## src/sv/mlc_pkg.sv

```systemverilog
// package: types and constants for the mesi cache line controller
package mlc_pkg;

  typedef enum logic [2:0] {
    CMD_READ    = 3'd0,
    CMD_WRITE   = 3'd1,
    CMD_DOWNGR  = 3'd2,
    CMD_INVAL   = 3'd3,
    CMD_UPGRADE = 3'd4,
    CMD_PROBE   = 3'd5
  } cmd_t;

  localparam logic [1:0] ST_I = 2'd0;
  localparam logic [1:0] ST_S = 2'd1;
  localparam logic [1:0] ST_E = 2'd2;
  localparam logic [1:0] ST_M = 2'd3;

  localparam logic [0:0] REG_CACHE_ID = 1'd0;
  localparam logic [0:0] REG_UL_MASK  = 1'd1;

  typedef struct packed {
    logic [2:0]  command;
    logic [31:0] address;
    logic        directory_has_copy;
  } in_item_t;

  typedef struct packed {
    logic        hit;
    logic [1:0]  line_state;
    logic        dir_req_valid;
    logic        dir_req_write;
    logic        evict_valid;
    logic        evict_dirty;
    logic [31:0] victim_address;
    logic        prev_inval_valid;
    logic [31:0] prev_inval_address;
    logic [31:0] prev_inval_mask;
    logic [7:0]  source_id;
    logic        error;
  } out_item_t;

  typedef enum logic [1:0] {
    FSM_IDLE,
    FSM_LOOKUP,
    FSM_OUT
  } fsm_t;

  typedef struct packed {
    logic capture;
    logic commit;
  } ctl_cmd_t;

endpackage

```

## src/sv/mlc_ctrl.sv

```systemverilog
// controller: sequences capture, set read, update and result handshake
module mlc_ctrl (
  input  logic              clk,
  input  logic              rst_n,
  input  logic              in_valid,
  output logic              in_stall,
  output logic              out_valid,
  input  logic              out_stall,
  output mlc_pkg::ctl_cmd_t cmd
);
  import mlc_pkg::*;

  fsm_t state_r, state_nxt;

  always_ff @(posedge clk) begin
    if (!rst_n) begin
      state_r <= FSM_IDLE;
    end else begin
      state_r <= state_nxt;
    end
  end

  always_comb begin
    state_nxt   = state_r;
    in_stall    = 1'b1;
    out_valid   = 1'b0;
    cmd.capture = 1'b0;
    cmd.commit  = 1'b0;
    case (state_r)
      FSM_IDLE: begin
        in_stall = 1'b0;
        if (in_valid) begin
          cmd.capture = 1'b1;
          state_nxt   = FSM_LOOKUP;
        end
      end
      FSM_LOOKUP: begin
        cmd.commit = 1'b1;
        state_nxt  = FSM_OUT;
      end
      FSM_OUT: begin
        out_valid = 1'b1;
        in_stall  = out_stall;
        if (!out_stall) begin
          if (in_valid) begin
            cmd.capture = 1'b1;
            state_nxt   = FSM_LOOKUP;
          end else begin
            state_nxt = FSM_IDLE;
          end
        end
      end
      default: state_nxt = FSM_IDLE;
    endcase
  end
endmodule

```

## config.mk

```make
export PLATFORM = sky130hd
export DESIGN_NAME = mlc_ctrl
export DESIGN_NICKNAME = d
export VERILOG_FILES = /design/src/sv/mlc_pkg.sv /design/src/sv/mlc_ctrl.sv
export SDC_FILE = /design/constraint.sdc
export NUM_CORES = 1
export LEC_CHECK = 0
export ABC_AREA = 1
export ABC_CLOCK_PERIOD_IN_PS = 1400
export BUFFER_PORTS_ARGS = -buffer_cell sky130_fd_sc_hd__buf_4
export CAP_MARGIN = 20
export CORE_AREA = 2 2 39 41
export DETAILED_ROUTE_END_ITERATION = 16
export DIE_AREA = 0 0 41 43
export PLACE_DENSITY = 0.3
export RECOVER_POWER = 50
export SYNTH_ARGS = -nofsm -noshare
export SYNTH_HDL_FRONTEND = slang
export SYNTH_SLANG_ARGS = --single-unit
```

## constraint.sdc

```tcl
create_clock -name clk -period 1.4 [get_ports clk]
set_clock_uncertainty 0.2 [all_clocks]
set_input_delay 0.14 -clock clk [delete_from_list [all_inputs] [get_ports clk]]
set_output_delay 0.14 -clock clk [all_outputs]
set_load 0.03 [all_outputs]
```

### Yosys cells after proc, flatten, opt, wreduce, memory -nomap -nowiden

Index checks and enable logic that the tools add are counted.

| word-level totals | value |
|---|---|
| output and inout bits | 4 |
| register bits | 2 |
| word-level logic and storage cells | 17 |
| input port bits | 4 |

| operators by class | value |
|---|---|
| multiplexer cells | 10 |
| equality and inequality tests | 4 |
| reductions and logical operators | 2 |

Operators by type and width:

| operator | count |
|---|---|
| $pmux W2 S3 | 1 |
| $mux W1 | 5 |
| $mux W2 | 2 |
| $ne A2 B2 Y1 const B | 2 |
| $pmux W1 S2 | 2 |
| $eq A2 B1 Y1 const B | 1 |
| $eq A2 B2 Y1 const B | 1 |
| $logic_not A2 Y1 | 1 |
| $reduce_and A2 Y1 | 1 |

### Depth between registers and ports, before layout

| depth | value |
|---|---|
| depth after elaboration | 3 |
| mapped depth | 4 |
| depth with buffers taken out | 4 |

### Worst setup path before layout

No wires, ideal clock.

| timing path | value |
|---|---|
| path type | register -> output |
| start point | register state_r[1] |
| end point | output out_valid |
| cell stages (with the launch flop) | 3 |
| arrival | 0.802 ns |
| required time | 1.060 ns |
| setup slack | 0.258 ns |
| cells stage by stage | dfxtp_1 -> inv_1 -> nor2_1 |

| on the way | value |
|---|---|
| longest elaborated chain between the ends | 2 |

RTL lines:

| item | line | text |
|---|---|---|
| start, declared | mlc_ctrl.sv:13 | `fsm_t state_r, state_nxt;` |
| start signal, assigned | mlc_ctrl.sv:19 | `state_r <= state_nxt;` |
| $eq A2 B2 Y1 | mlc_ctrl.sv:29 | `case (state_r)` |
| $mux W1 | mlc_ctrl.sv:29 |  |
| end, declared | mlc_ctrl.sv:7 | `output logic out_valid,` |

No other way between the ends.

==> impl_metrics.sql <==
INSERT INTO impl_metrics (metric_group, metric, value, unit) VALUES
('worst_hold_path', 'worst_hold_path.num_cells', '3', ''),
('synth', 'synth.net_count', '21', ''),
('detailed_routing', 'drtIter0Drc', '0', ''),
('critical_path', 'critical_path_arrival', '0.94', 'ns'),
('critical_path', 'critical_path.startpoint_type', 'flop', ''),
('synth', 'yosysWarningCount', '0', ''),
('run', 'cap_viol_max_count', '0', ''),
('detailed_routing', 'detail_route.first_pass.iterations', '1', ''),
('sta', 'setup_tns', '0', 'ns'),
('detailed_routing', 'drtAntennaViolNets', '0', ''),
('clocking', 'ctsHtreeMaxLevel', '1', ''),
('clocking', 'cts-root-to-sink-buffers', '2', ''),
('placed_design', 'place_hpwl', '208', 'µm'),
('floorplanning', 'ioPinCount', '8', ''),
('clocking', 'clock_sink_count', '2', ''),
('worst_hold_path', 'hold_start', 'in_valid', ''),
('floorplanning', 'floorplan.die_area', '1760', 'µm²'),
('critical_path', 'crit_path_top_delay_cell', 'dfxtp_1', ''),
('detailed_routing', 'routed_wirelength', '257', 'µm'),
('synth', 'cells_after_synthesis', '17', ''),
('critical_path', 'path_buf_inv', '3', ''),
('clocking', 'root_buffer', 'clkbuf_4', ''),
('sta', 'period_minus_slack', '1.28', 'ns'),
('floorplanning', 'placementRows', '14', ''),
('cells_and_area', 'final_core_util', '0.148', ''),
('sta', 'hold-worst-slack', '0.00272', 'ns'),
('pwr', 'leakage', '0.111', 'nW'),
('global_routing', 'met1_usage', '0.0510', ''),
('synth', 'syn_avg_cell_area', '6.40', 'µm²'),
('floorplanning', 'core', '1380', 'µm²'),
('detailed_routing', 'route.detailed.drc', '0', ''),
('global_routing', 'globalRouteOverflowTotal', '0', ''),
('sta', 'final_hold_viol_count', '0', ''),
('critical_path', 'crit_family', 'flip-flops', ''),
('critical_path', 'cp_slowest_stage_delay', '0.35', 'ns'),
('global_routing', 'grt_pass1_vias', '114', ''),
('critical_path', 'worst_path_required', '1.06', 'ns'),
('sta', 'timing.fmax', '778', 'MHz'),
('critical_path', 'r2r_end', 'state_r[0]', ''),
('cells_and_area', 'max_flop_register', 'state_r', ''),
('floorplanning', 'effective_utilization_at_floorplan', '0.0787', ''),
('cells_and_area', 'diodes', '0', ''),
('synth', 'fraction_of_the_yosys_area_taken_by_sequential_cells', '0.368', ''),
('global_routing', 'grt_antenna_before_repair', '0', ''),
('sta', 'rsz_0062_raised_after_global_routing', 'no', ''),
('clocking', 'worstSkewPairLatency', '0.22', 'ns'),
('global_routing', 'grtUsageTotal', '0.0430', ''),
('floorplanning', 'dieHeight', '43', 'µm'),
('status', 'outcome', 'completed', ''),
('critical_path', 'worstSetupPathType', 'flop to output pin', ''),
('placed_design', 'place.port_buffers', '7', ''),
('clocking', 'worst_setup_hold_path_clk_slew', '0.03', 'ns'),
('critical_path', 'crit_path_cell_trace', 'inv_2, nand3_1, inv_1, buf_4', ''),
('pwr', 'power-per-cell-area', '1180', 'nW/µm²'),
('sta', 'final-setup-viol-count', '0', ''),
('detailed_routing', 'detailed_route_via_count', '119', ''),
('floorplanning', 'dieWidth', '41', 'µm'),
('sta', 'worst-slew-pin-transition', '0.173', 'ns'),
('cells_and_area', 'final_nets', '33', ''),
('cells_and_area', 'final_layout_size_suffix_gt1_frac', '0.593', ''),
('global_routing', 'grt-busiest-layer', 'met3', ''),
('cells_and_area', 'reg.largest.list', 'state_r (2)', ''),
('clocking', 'cts_setup_buffers', '0', ''),
('detailed_routing', 'avgViaCountPerCell', '2.77', ''),
('critical_path', 'cp_max_fo', '3', ''),
('global_routing', 'grt_first_pass_wirelength', '434', 'µm'),
('critical_path', 'worst_r2r_path_depth', '3', ''),
('sta', 'slew_headroom', '0.885', ''),
('global_routing', 'grt_util_met3', '0.0628', ''),
('detailed_routing', 'routed_wire_length_per_instance', '5.98', 'µm'),
('clocking', 'cts_buffer_count', '3', '');
## what timing repair did
item                                   CTS  global route
endpoints found under the hold margin    2             0
resized for setup                        0             1
setup endpoints to repair                0             1
hold buffers                             1             0
## routing by layer
metal,wire (µm),vias up
met3,53,0
met2,69,10
met4,0,0
li1,-,67
met1,134,42
met5,0,-
## where the power goes
group	total, W	switching (W)	internal [W]
Sequential	0.0000647	0.00000336	0.0000613
Combinational	0.0000520	0.0000306	0.0000214
Clock	0.000125	0.0000309	0.0000944
Total	0.000242	0.0000648	0.000177
## final cells by class
cell class | instances | area [µm²]
fill | 164 | 1180
timing repair buffer | 8 | 60.1
multi-input combinational | 9 | 42.5
sequential | 2 | 41.3
clock buffer | 3 | 22.5
tap | 16 | 20.0
inverter | 5 | 18.8
## through the flow
stage | instances | area [µm²] | power [W] | worst slack (ns)
floorplan | 17 | 109 | 0.0000974 | 0.258
global placement | 39 | 174 | 0.000117 | 0.329
detailed placement | 39 | 174 | 0.000117 | 0.318
CTS | 43 | 206 | 0.000251 | 0.0728
global route | 43 | 205 | 0.000262 | 0.0423
finish | 43 | 205 | 0.000242 | 0.115
## worst max path at each step
stage,cells past startpoint,end,from
final,4,cmd[1],state_r[0]
after global routing,4,cmd[1],state_r[0]
after CTS,4,cmd[1],state_r[1]
after detailed placement,4,cmd[1],state_r[1]
after global placement,4,cmd[1],state_r[1]
after floorplan,2,out_valid,state_r[1]
## layout by cell type (no fill, tap or decap), drive strengths merged
cell / n
nand2: 4
clkbuf: 5
nand3: 1
inv: 5
dlygate4sd3: 1
dfxtp: 2
buf: 5
nor2: 4
## synth_stat cells
library cell,instances,share of area
nor2_1,3,0.10
nand2_1,2,0.069
inv_2,2,0.069
dfxtp_1,2,0.37
inv_1,3,0.10
nor2_2,1,0.058
nand2_2,2,0.11
nand3_1,1,0.046
buf_4,1,0.069
## cells by family (layout without fill, tap and decap cells)
family / Yosys count / in the layout / synth area share
AND/OR/NAND/NOR: 9 / 9 / 0.391
flip-flops: 2 / 2 / 0.368
buffers and inverters: 6 / 16 / 0.241
## worst reg2reg max path: stages, from the launching register on
cell and delay (ns):
dfxtp_1 0.35, inv_2 0.06, nand3_1 0.10, nor2_1 0.04
No activity file was read; power rests on OpenSTA's default activity.
