<file path="src/sv/mlc_pkg.sv">
// package: types and constants for the mesi cache line controller
package mlc_pkg;

  typedef enum logic [2:0] {
    CMD_READ    = 3'd0,
    CMD_WRITE   = 3'd1,
    CMD_DOWNGR  = 3'd2,
    CMD_INVAL   = 3'd3,
    CMD_UPGRADE = 3'd4,
    CMD_PROBE   = 3'd5
  } cmd_t;

  localparam logic [1:0] ST_I = 2'd0;
  localparam logic [1:0] ST_S = 2'd1;
  localparam logic [1:0] ST_E = 2'd2;
  localparam logic [1:0] ST_M = 2'd3;

  localparam logic [0:0] REG_CACHE_ID = 1'd0;
  localparam logic [0:0] REG_UL_MASK  = 1'd1;

  typedef struct packed {
    logic [2:0]  command;
    logic [31:0] address;
    logic        directory_has_copy;
  } in_item_t;

  typedef struct packed {
    logic        hit;
    logic [1:0]  line_state;
    logic        dir_req_valid;
    logic        dir_req_write;
    logic        evict_valid;
    logic        evict_dirty;
    logic [31:0] victim_address;
    logic        prev_inval_valid;
    logic [31:0] prev_inval_address;
    logic [31:0] prev_inval_mask;
    logic [7:0]  source_id;
    logic        error;
  } out_item_t;

  typedef enum logic [1:0] {
    FSM_IDLE,
    FSM_LOOKUP,
    FSM_OUT
  } fsm_t;

  typedef struct packed {
    logic capture;
    logic commit;
  } ctl_cmd_t;

endpackage

</file>
<file path="src/sv/mlc_regs.sv">
// configuration registers behind the apb-style port
module mlc_regs (
  input  logic        clk,
  input  logic        rst_n,
  input  logic        cfg_psel,
  input  logic        cfg_penable,
  input  logic        cfg_pwrite,
  input  logic [2:0]  cfg_paddr,
  input  logic [31:0] cfg_pwdata,
  output logic [31:0] cfg_prdata,
  output logic [7:0]  cache_id,
  output logic [31:0] ul_mask
);
  import mlc_pkg::*;

  logic [7:0]  cache_id_r;
  logic [31:0] ul_mask_r;
  logic        wr;

  assign wr = cfg_psel && cfg_penable && cfg_pwrite;

  always_ff @(posedge clk) begin
    if (!rst_n) begin
      cache_id_r <= '0;
      ul_mask_r  <= '0;
    end else if (wr && cfg_paddr[1:0] == 2'b00) begin
      if (cfg_paddr[2] == REG_CACHE_ID) cache_id_r <= cfg_pwdata[7:0];
      if (cfg_paddr[2] == REG_UL_MASK)  ul_mask_r  <= cfg_pwdata;
    end
  end

  always_comb begin
    cfg_prdata = '0;
    if (cfg_paddr[1:0] == 2'b00) begin
      if (cfg_paddr[2] == REG_CACHE_ID) cfg_prdata = {24'd0, cache_id_r};
      else cfg_prdata = ul_mask_r;
    end
  end

  assign cache_id = cache_id_r;
  assign ul_mask  = ul_mask_r;
endmodule

</file>
<file path="config.mk">
export PLATFORM = sky130hd
export DESIGN_NAME = mlc_regs
export DESIGN_NICKNAME = d
export VERILOG_FILES = /design/src/sv/mlc_pkg.sv /design/src/sv/mlc_regs.sv
export SDC_FILE = /design/constraint.sdc
export NUM_CORES = 1
export LEC_CHECK = 0
export ABC_AREA = 1
export BUFFER_PORTS_ARGS = -buffer_cell sky130_fd_sc_hd__buf_2
export CORE_MARGIN = 8
export CORE_UTILIZATION = 46
export DETAILED_ROUTE_END_ITERATION = 16
export GPL_TIMING_DRIVEN = 0
export PLACE_DENSITY = 0.88
export SETUP_SLACK_MARGIN = 0.05
export SLEW_MARGIN = 10
export SYNTH_ARGS = -nofsm -noshare
export SYNTH_HDL_FRONTEND = slang
export SYNTH_SLANG_ARGS = --single-unit
</file>
<file path="constraint.sdc">
create_clock -name clk -period 1.3 [get_ports clk]
set_clock_uncertainty 0.05 [all_clocks]
set_input_delay 0.26 -clock clk [delete_from_list [all_inputs] [get_ports clk]]
set_output_delay 0.26 -clock clk [all_outputs]
set_load 0.01 [all_outputs]
</file>
## Yosys cells after proc, flatten, opt, wreduce, memory -nomap -nowiden

Index checks and enable logic that the tools add are counted.
Widths: inputs -> output; s select.

| operators by class | value |
|---|---|
| muxes and demuxes | 2 |
| bitwise operators | 1 |
| reductions and logical operators | 6 |

Operators by type and width:

| kind | number |
|---|---|
| $mux 32 | 2 |
| $reduce_and 2->1 | 2 |
| $logic_and 1x1->1 | 3 |
| $logic_not 2->1 | 1 |
| $not 1->1 | 1 |

| storage, ports and cells | value |
|---|---|
| register bits after elaboration | 40 |
| input bits | 40 |
| output and inout port bits | 72 |

## Depth between registers and ports, before layout

Gate-level depths: netlist of the first run.

| logic depth | value |
|---|---|
| word-level depth | 4 |
| gate-level depth with buffers | 7 |
| gate-level depth less buffers | 6 |

## Least setup slack after synthesis of the first run

Ideal clock, no wire load.

| path | value |
|---|---|
| path kind | input to output |
| start | input cfg_paddr[1] |
| end | output cfg_prdata[4] |
| arrival | 0.972 ns |
| slack | 0.018 ns |
| stages on the path | 4 |
| path buffers | 1 |
| cell sequence | nor2_4 > clkbuf_1 > o21ai_0 > a21oi_1 |

| between the ends | value |
|---|---|
| longest elaborated chain between the ends | 2 |

RTL lines:

| what | RTL line | text |
|---|---|---|
| start: declaration | mlc_regs.sv:8 | `input logic [2:0] cfg_paddr,` |
| $logic_not 2->1 | mlc_regs.sv:34 | `if (cfg_paddr[1:0] == 2'b00) begin` |
| $mux 32 | mlc_regs.sv:34 |  |
| end: declaration | mlc_regs.sv:10 | `output logic [31:0] cfg_prdata,` |

Every way passes these cells.

## Worst setup path in the final report of the first run

| path | value |
|---|---|
| start | input cfg_paddr[1] |
| end | output cfg_prdata[8] |

The elaborated chain is that of the path after synthesis.

==> results of run 1 <==
## worst reg2reg max path, cell delays in order, from the launching register on
cell and delay, ns:
dfxtp_1 0.37, inv_1 0.06, nand2_1 0.07, inv_1 0.05, nor2_1 0.09
## metrics by stage
step	total power (uW)	TNS [ns]	hold WS, ns	std cells	area, um2
4_1_cts	2820	-0.686	0.231	578	3360
3_5_place_dp	1640	-10.46	0.468	563	2940
2_1_floorplan	1490	0	0.434	386	2300
6_report	2820	-1.07	0.236	579	3400
5_1_grt	2920	-2.61	0.259	579	3400
3_3_place_gp	1630	-8.82	0.460	563	2940
## placed cells by master, fill, tap and decap left out, types with 3 or more instances in the layout
master,count
buf_6,5
clkbuf_8,10
nand2_1,81
dfxtp_2,25
o21ai_1,8
dfxtp_1,15
buf_4,9
inv_2,7
inv_1,106
nand4_1,40
buf_2,113
nor3_2,21
nor2_1,40
clkbuf_1,3
buf_8,4
buf_1,5
a21oi_1,8
## per-layer routing
layer | wire (um) | track usage, %
met4 | 210 | 8.14
met1 | 3150 | 22.9
met3 | 696 | 5.39
met5 | 0 | 0
met2 | 4020 | 38.8
## state kept, by name (all words and copies together), names as in the netlist
name	count
cache_id	8
ul_mask	32
## cell type report
class,count,area [um2]
multi-input combinational,205,1070
inverter,115,437
tap,67,83.8
fill,434,1380
clock inverter,1,30.0
timing repair buffer,118,637
sequential,40,832
clock buffer,7,96.3
buffer,26,216
## where the power goes
part	total, uW	internal (uW)	switching (uW)	leakage, uW
registers	1250	1240	9.54	0.000335
clock network	1130	678	449	0.0000645
logic	444	180	264	0.00152
total	2820	2100	723	0.00192
## cells by family after synthesis
family / after synthesis / share of synthesized area (%)
AO/OA/AOI/OAI: 16 / 3.48
buffers and inverters: 141 / 24.2
flip-flops: 40 / 34.8
AND/OR/NAND/NOR: 189 / 37.5
## final timing paths
check	cells past startpoint	startpoint	endpoint	slack, ns
setup / recovery	6	cfg_paddr[1]	cfg_prdata[8]	-0.08
hold / removal	5	cfg_pwdata[15]	ul_mask[15]	0.24
setup reg to reg	4	cache_id[1]	cache_id[1]	0.56
hold reg to reg	4	cache_id[2]	cache_id[2]	0.48
## repair_timing
| action | 4_1_cts | 5_1_grt |
|---|---|---|
| setup endpoints to repair | 32 | 32 |
| cloned | 1 | 0 |
| gates resized for setup | 74 | 18 |
| pin swaps | 2 | 2 |
| buffers inserted | 6 | 1 |
| hold buffers | 0 | 0 |
==> results.toml, run 1 <==
[run_status]
status = "complete, but fails checks"
violations = "setup timing"

[yosys]
ys_ff_latch = 40
yosys_warnings = 0
syn_area_per_cell_um2 = 5.96
mappedNetlistArea_um2 = 2300
synth_area_leaders = "dfxtp_1 (35%), inv_1 (18%), nand2_1 (13%)"
yosysMostFrequentCell = "inv_1"
yosysSeqAreaShare_pct = 34.8
synth_edf_count = 0
synth_common_cells = "inv_1 (113), nand2_1 (81), dfxtp_1 (40), nand4_1 (40), nor2_1 (40)"
synth_nets = 426
synth_top_area_share_pct = 34.8
netlist-cell-type-count = 17
synth_top_area_cell = "dfxtp_1"
synth-async-reset-ratio_pct = 0
syn_inst = 386
synthFlopType = "dfxtp_1"

[power_and_ir_drop]
power_density_nw_per_um2 = 830
cellLeakagePower_uw = 0.00192
vdd_drop_max_mv = 0.462

[drt]
routed_wl_um = 8080
routedWlPerCell_um = 13.9
drtAntennaViolNets = 0
drc = 0
drt_iter0_drc = 125
num_vias = 2796
vias_per_cell = 4.83
dr.pass1.iters = 4

[sta]
final-max-slew-violation-count = 0
tightestPinTransition_ns = 0.521
min_period_ns = 1.38
rsz0062_at_grt = "yes"
hold_violations = 0
fin_ws_ns = -0.0802
max_slew_margin_pct = 65.3
fmaxAchievable_ghz = 0.725
setup_viol = 32
fin_crit_sh_pct = 106

[place]
portBuffers = 110
dp_hpwl_um = 5620
dp_slack_ns = -0.361
place.gp.congestion = 0.808

[cts]
clkSinkCount = 40
clk_path_buf_depth = 2
root_buffer = "clkbuf_8"
clkSlewWorstSetupHoldPaths_ns = 0.08
htreeDepth = 2
clock_latency_ns = 0.29
cts_buffers = 5
cts_tree = "built"

[run]
maxCapViolations = 0

[global_routing]
grt_max_degree = 13
track_usage_pct = 21.3
first_global_vias = 2819
antenna_found_initial = 0
grt_pass1_wl_um = 12900
grt-ovfl-total = 0

[setup_path]
worstSetupStartpointType = "input port"
crit_top_cell = "buf_6"
crit_type = "input port to output pin"
critPathBufInv = 4
crit_chain = "buf_6 -> nor2_4 -> inv_4 -> buf_6 -> nor3_2 -> buf_2"
cp_max_fo = 4
cp_top_family = "buffers and inverters"
slowest_delay_ns = 0.17
crit_arrival_ns = 1.07
worst_ep_required_time_ns = 0.99
crit_path_top_delay_cell = "nor2_4"
endpoint_kind = "output pin"

[die]
rows = 25
floorplan.die.height_um = 86.7
fp.coreArea_um2 = 4790
fp.dieW_um = 86.7
dieArea_um2 = 7520
initial_core_util_pct = 48.1
ios = 112

[cells_and_area]
antennaDiodeCount = 0
utilization_pct = 71.1
fin_nets = 551
area_growth_pct = 47.9
drive_gt1_share_pct = 39.8

[worst_hold_path]
hold_path.class = "input port to register"
Note: power is estimated with default switching activity, not from simulation.
==> run 2, diff against run 1 <==
- CORE_UTILIZATION: 46 -> 44
- PLACE_DENSITY: 0.88 -> 0.74
==> run 2 against run 1 <==
Net effect:
- the run still ends with setup timing left
- sequential power about the same
- cell count increased by 0.17%
- combinational power decreased by 3%
- via count decreased by 4.9%
- global-route usage decreased by 1.8 points
- hold slack got worse by 0.0013 ns
- critical path type unchanged
==> results.toml, run 2 (synthesized netlist as in run 1, its figures left out) <==
[run_status]
status = "complete, but fails checks"
violations = "setup timing"

[global_routing]
first_global_vias = 2694
track_usage_pct = 19.5
grt-ovfl-total = 0
antenna_found_initial = 0
grt_max_degree = 12
grt_pass1_wl_um = 12100

[sta]
setup_viol = 27
min_period_ns = 1.35
tightestPinTransition_ns = 0.469
finalSetupTns_ns = -0.620
rsz0062_at_grt = "yes"
hold_violations = 0
max_slew_margin_pct = 68.7
fin_ws_ns = -0.0526
final-max-slew-violation-count = 0
fin_crit_sh_pct = 104
fmaxAchievable_ghz = 0.739

[cts]
clk_path_buf_depth = 2
clkSinkCount = 40
cts_tree = "built"
root_buffer = "clkbuf_8"
clkSlewWorstSetupHoldPaths_ns = 0.08
cts_buffers = 5
htreeDepth = 2
clock_latency_ns = 0.29

[drt]
vias_per_cell = 4.59
drt_iter0_drc = 96
drc = 0
routedWlPerCell_um = 12.8
dr.pass1.iters = 4
num_vias = 2660
drtAntennaViolNets = 0
routed_wl_um = 7430

[place]
place.gp.congestion = 0.819
dp.cells = 566
portBuffers = 110
dp_hpwl_um = 5400
dp_slack_ns = -0.358

[cells_and_area]
drive_gt1_share_pct = 39.6
area_growth_pct = 45.0
final_common_cell = "buf_2"
fin_cells = 580
fin_nets = 549
final_cell_mix = "buf_2 (113), inv_1 (100), nand2_1 (81), nand4_1 (40), nor2_1 (40)"
antennaDiodeCount = 0
largest_reg_flops = 32

[setup_path]
slowest_delay_ns = 0.16
worst_ep_required_time_ns = 0.99
worstSetupStartpointType = "input port"
crit_chain = "buf_6 -> nor2_4 -> inv_4 -> clkbuf_16 -> nor3_2 -> buf_2"
crit_path_top_delay_cell = "nor2_4"
endpoint_kind = "output pin"
cp_max_fo = 5
crit_arrival_ns = 1.04
crit_type = "input port to output pin"

[die]
fp.coreArea_um2 = 5070
fp.dieW_um = 88.3
ios = 112
floorplan.die.height_um = 88.3
initial_core_util_pct = 45.3
dieArea_um2 = 7800
rows = 26

[run]
maxCapViolations = 0

[power_and_ir_drop]
finalPower_uw = 2540
vdd_drop_max_mv = 0.465
cellLeakagePower_uw = 0.00189
power_density_nw_per_um2 = 761

[worst_hold_path]
hold_path.class = "input port to register"
run 2: path summary, 6_finish.rpt:
check | cells past startpoint | end | start | slack, ns
setup / recovery | 6 | cfg_prdata[29] | cfg_paddr[1] | -0.05
hold / removal | 5 | ul_mask[31] | cfg_pwdata[31] | 0.23
setup reg to reg | 4 | cache_id[2] | cache_id[2] | 0.56
hold reg to reg | 4 | ul_mask[23] | ul_mask[23] | 0.47
run 2: per-stage QoR:
step | instance area, um2 | hold slack (ns) | util (%)
floorplan | 2300 | 0.434 | -
global placement | 2940 | 0.465 | 57.9
detailed placement | 2940 | 0.468 | 57.9
CTS | 3310 | 0.226 | 65.1
global route | 3340 | 0.264 | 65.7
finish | 3340 | 0.235 | 65.7
run 2: power by group:
| group | switching, uW | internal [uW] | leakage, uW | total, uW |
|---|---|---|---|---|
| Clock | 425 | 433 | 0.0000455 | 858 |
| Combinational | 254 | 176 | 0.00151 | 431 |
| Sequential | 9.23 | 1240 | 0.000334 | 1250 |
run 2: what timing repair did:
| item | 4_1_cts | 5_1_grt |
|---|---|---|
| resized for setup | 80 | 12 |
| pin swaps | 2 | 1 |
| hold buffers | 0 | 0 |
| hold endpoints to repair | 0 | 0 |
| gates cloned | 1 | 0 |
| setup buffers | 4 | 1 |
| setup endpoints to repair | 32 | 32 |
run 2: area by class of cell:
cell class | count | area, um2
tap | 70 | 87.6
sequential | 40 | 830
multi-input combinational | 205 | 1050
buffer | 26 | 216
inverter | 115 | 437
clock buffer | 8 | 90.1
timing repair buffer | 116 | 622
fill | 486 | 1740
run 2: critical path, delay by kind of cell:
kind | cells | cell delay (ns)
buf+inv | 4 | 0.50
simple gates | 2 | 0.28
run 2: metal layers:
layer | share of wire [%] | track usage [%]
met1 | 42 | 21.6
met3 | 8.2 | 5.66
met2 | 49 | 35.4
met5 | 0 | 0
met4 | 0.38 | 4.45
==> run 3, diff against run 2 <==
- CORE_ASPECT_RATIO: unset -> 1.1
==> run 3 against run 2 <==
Net effect:
- the flow still finishes with violations (setup timing)
- routed wire length fell by 0.98%
- highest routed layer unchanged
- sequential share of layout area is 0.89 points lower
- clock-buffer cell count shrank 2
- first-iteration DRC count fell by 4.2%
- critical path type unchanged
- sequential power is essentially flat
==> results.toml, run 3 (synthesized netlist as in run 1, its figures left out) <==
[cts]
htreeDepth = 2
clock_latency_ns = 0.29
clk_path_buf_depth = 2
clkSlewWorstSetupHoldPaths_ns = 0.07
cts_tree = "built"
root_buffer = "clkbuf_8"
clkSinkCount = 40
cts_buffers = 5

[global_routing]
antenna_found_initial = 0
grt_pass1_wl_um = 12000
first_global_vias = 2586
grt-ovfl-total = 0
grt_max_degree = 13
track_usage_pct = 18.7

[die]
initial_core_util_pct = 45.7
fp.coreArea_um2 = 5030
floorplan.die.height_um = 91.8
ios = 112
rows = 27
fp.dieW_um = 84.9
dieArea_um2 = 7800

[drt]
dr.pass1.iters = 4
drc = 0
vias_per_cell = 4.70
routedWlPerCell_um = 12.9
num_vias = 2672
routed_wl_um = 7360
drt_iter0_drc = 92
drtAntennaViolNets = 0

[run]
maxCapViolations = 0

[sta]
min_period_ns = 1.44
final-max-slew-violation-count = 0
fmaxAchievable_ghz = 0.697
tightestPinTransition_ns = 0.469
rsz0062_at_grt = "yes"
fin_crit_sh_pct = 110
setup_viol = 31
fin_ws_ns = -0.135
hold_violations = 0
max_slew_margin_pct = 68.7

[setup_path]
cp_max_fo = 6
endpoint_kind = "output pin"
crit_type = "input port to output pin"
crit_arrival_ns = 1.13
worstSetupStartpointType = "input port"
worst_ep_required_time_ns = 0.99

[cells_and_area]
final_common_cell = "buf_2"
area_growth_pct = 45.4
multi_input_area_um2 = 1110
final_cell_mix = "buf_2 (112), inv_1 (111), nand2_1 (81), nand4_1 (40), nor2_1 (40)"
largest_reg_flops = 32
fin_nets = 550
area.sequential_um2 = 802
drive_gt1_share_pct = 34.1
n_fill_cell = 484
utilization_pct = 66.4
antennaDiodeCount = 0

[worst_hold_path]
hold_path.class = "input port to register"

[run_status]
status = "complete, but fails checks"
violations = "setup timing"

[place]
dp_hpwl_um = 5330
place.gp.congestion = 0.814
portBuffers = 110

[power_and_ir_drop]
vdd_drop_max_mv = 0.555
power_density_nw_per_um2 = 765
cellLeakagePower_uw = 0.00193
finalPower_uw = 2560
## run 3: cell count changes in the layout (fill, tap and decap cells not counted), sizes merged
cell,previous run,this run
buf,133,135
clkinv,0,2
clkbuf,17,14
## run 3: cell type report
type,instances,share of cell area (%)
clock inverter,2,0.299
buffer,26,5.95
clock buffer,6,2.47
multi-input combinational,205,33.1
sequential,40,24.0
tap,58,2.17
timing repair buffer,117,19.0
inverter,115,13.0
## run 3: timing repair
| action | in CTS | in global routing |
|---|---|---|
| resized for setup | 45 | 23 |
| cloned | 2 | 0 |
| setup endpoints to repair | 32 | 32 |
| pin swaps | 1 | 1 |
| buffers inserted | 3 | 2 |
| hold buffers | 0 | 0 |
## run 3: stage by stage
stage	setup slack, ns	hold WS (ns)	instance area, um2	setup TNS, ns	std cells
2_1_floorplan	0.0241	0.434	2300	0	386
3_3_place_gp	-0.361	0.458	2920	-9.96	554
3_5_place_dp	-0.379	0.466	2920	-10.27	554
4_1_cts	-0.125	0.237	3230	-3.15	567
5_1_grt	-0.167	0.256	3340	-4.25	569
6_report	-0.135	0.239	3340	-2.84	569
## run 3: worst max-delay path, cell delays in order
cell	delay (ns)
buf_6	0.10
nor2_4	0.21
inv_4	0.10
clkbuf_16	0.18
nor3_4	0.12
buf_2	0.16
## run 3: worst paths after layout
kind,startpoint,endpoint,slack [ns],cells after the start
setup reg to reg,cache_id[3],cache_id[3],0.56,4
hold reg to reg,ul_mask[10],ul_mask[10],0.48,4
setup / recovery,cfg_paddr[1],cfg_prdata[29],-0.14,6
hold / removal,cfg_pwdata[14],ul_mask[14],0.24,5
## run 3: power breakdown
part / switching (uW) / total [uW] / internal (uW)
sequential: 8.74 / 1250 / 1240
clock: 444 / 868 / 424
combinational: 264 / 441 / 176
total: 717 / 2560 / 1840
## run 3: layer usage
layer	GRT usage, %	share of wire, %	wire (um)
met2	33.6	50	3650
met3	5.98	7.4	544
met4	4.01	1.2	88
met5	0	0	0
met1	20.9	42	3080
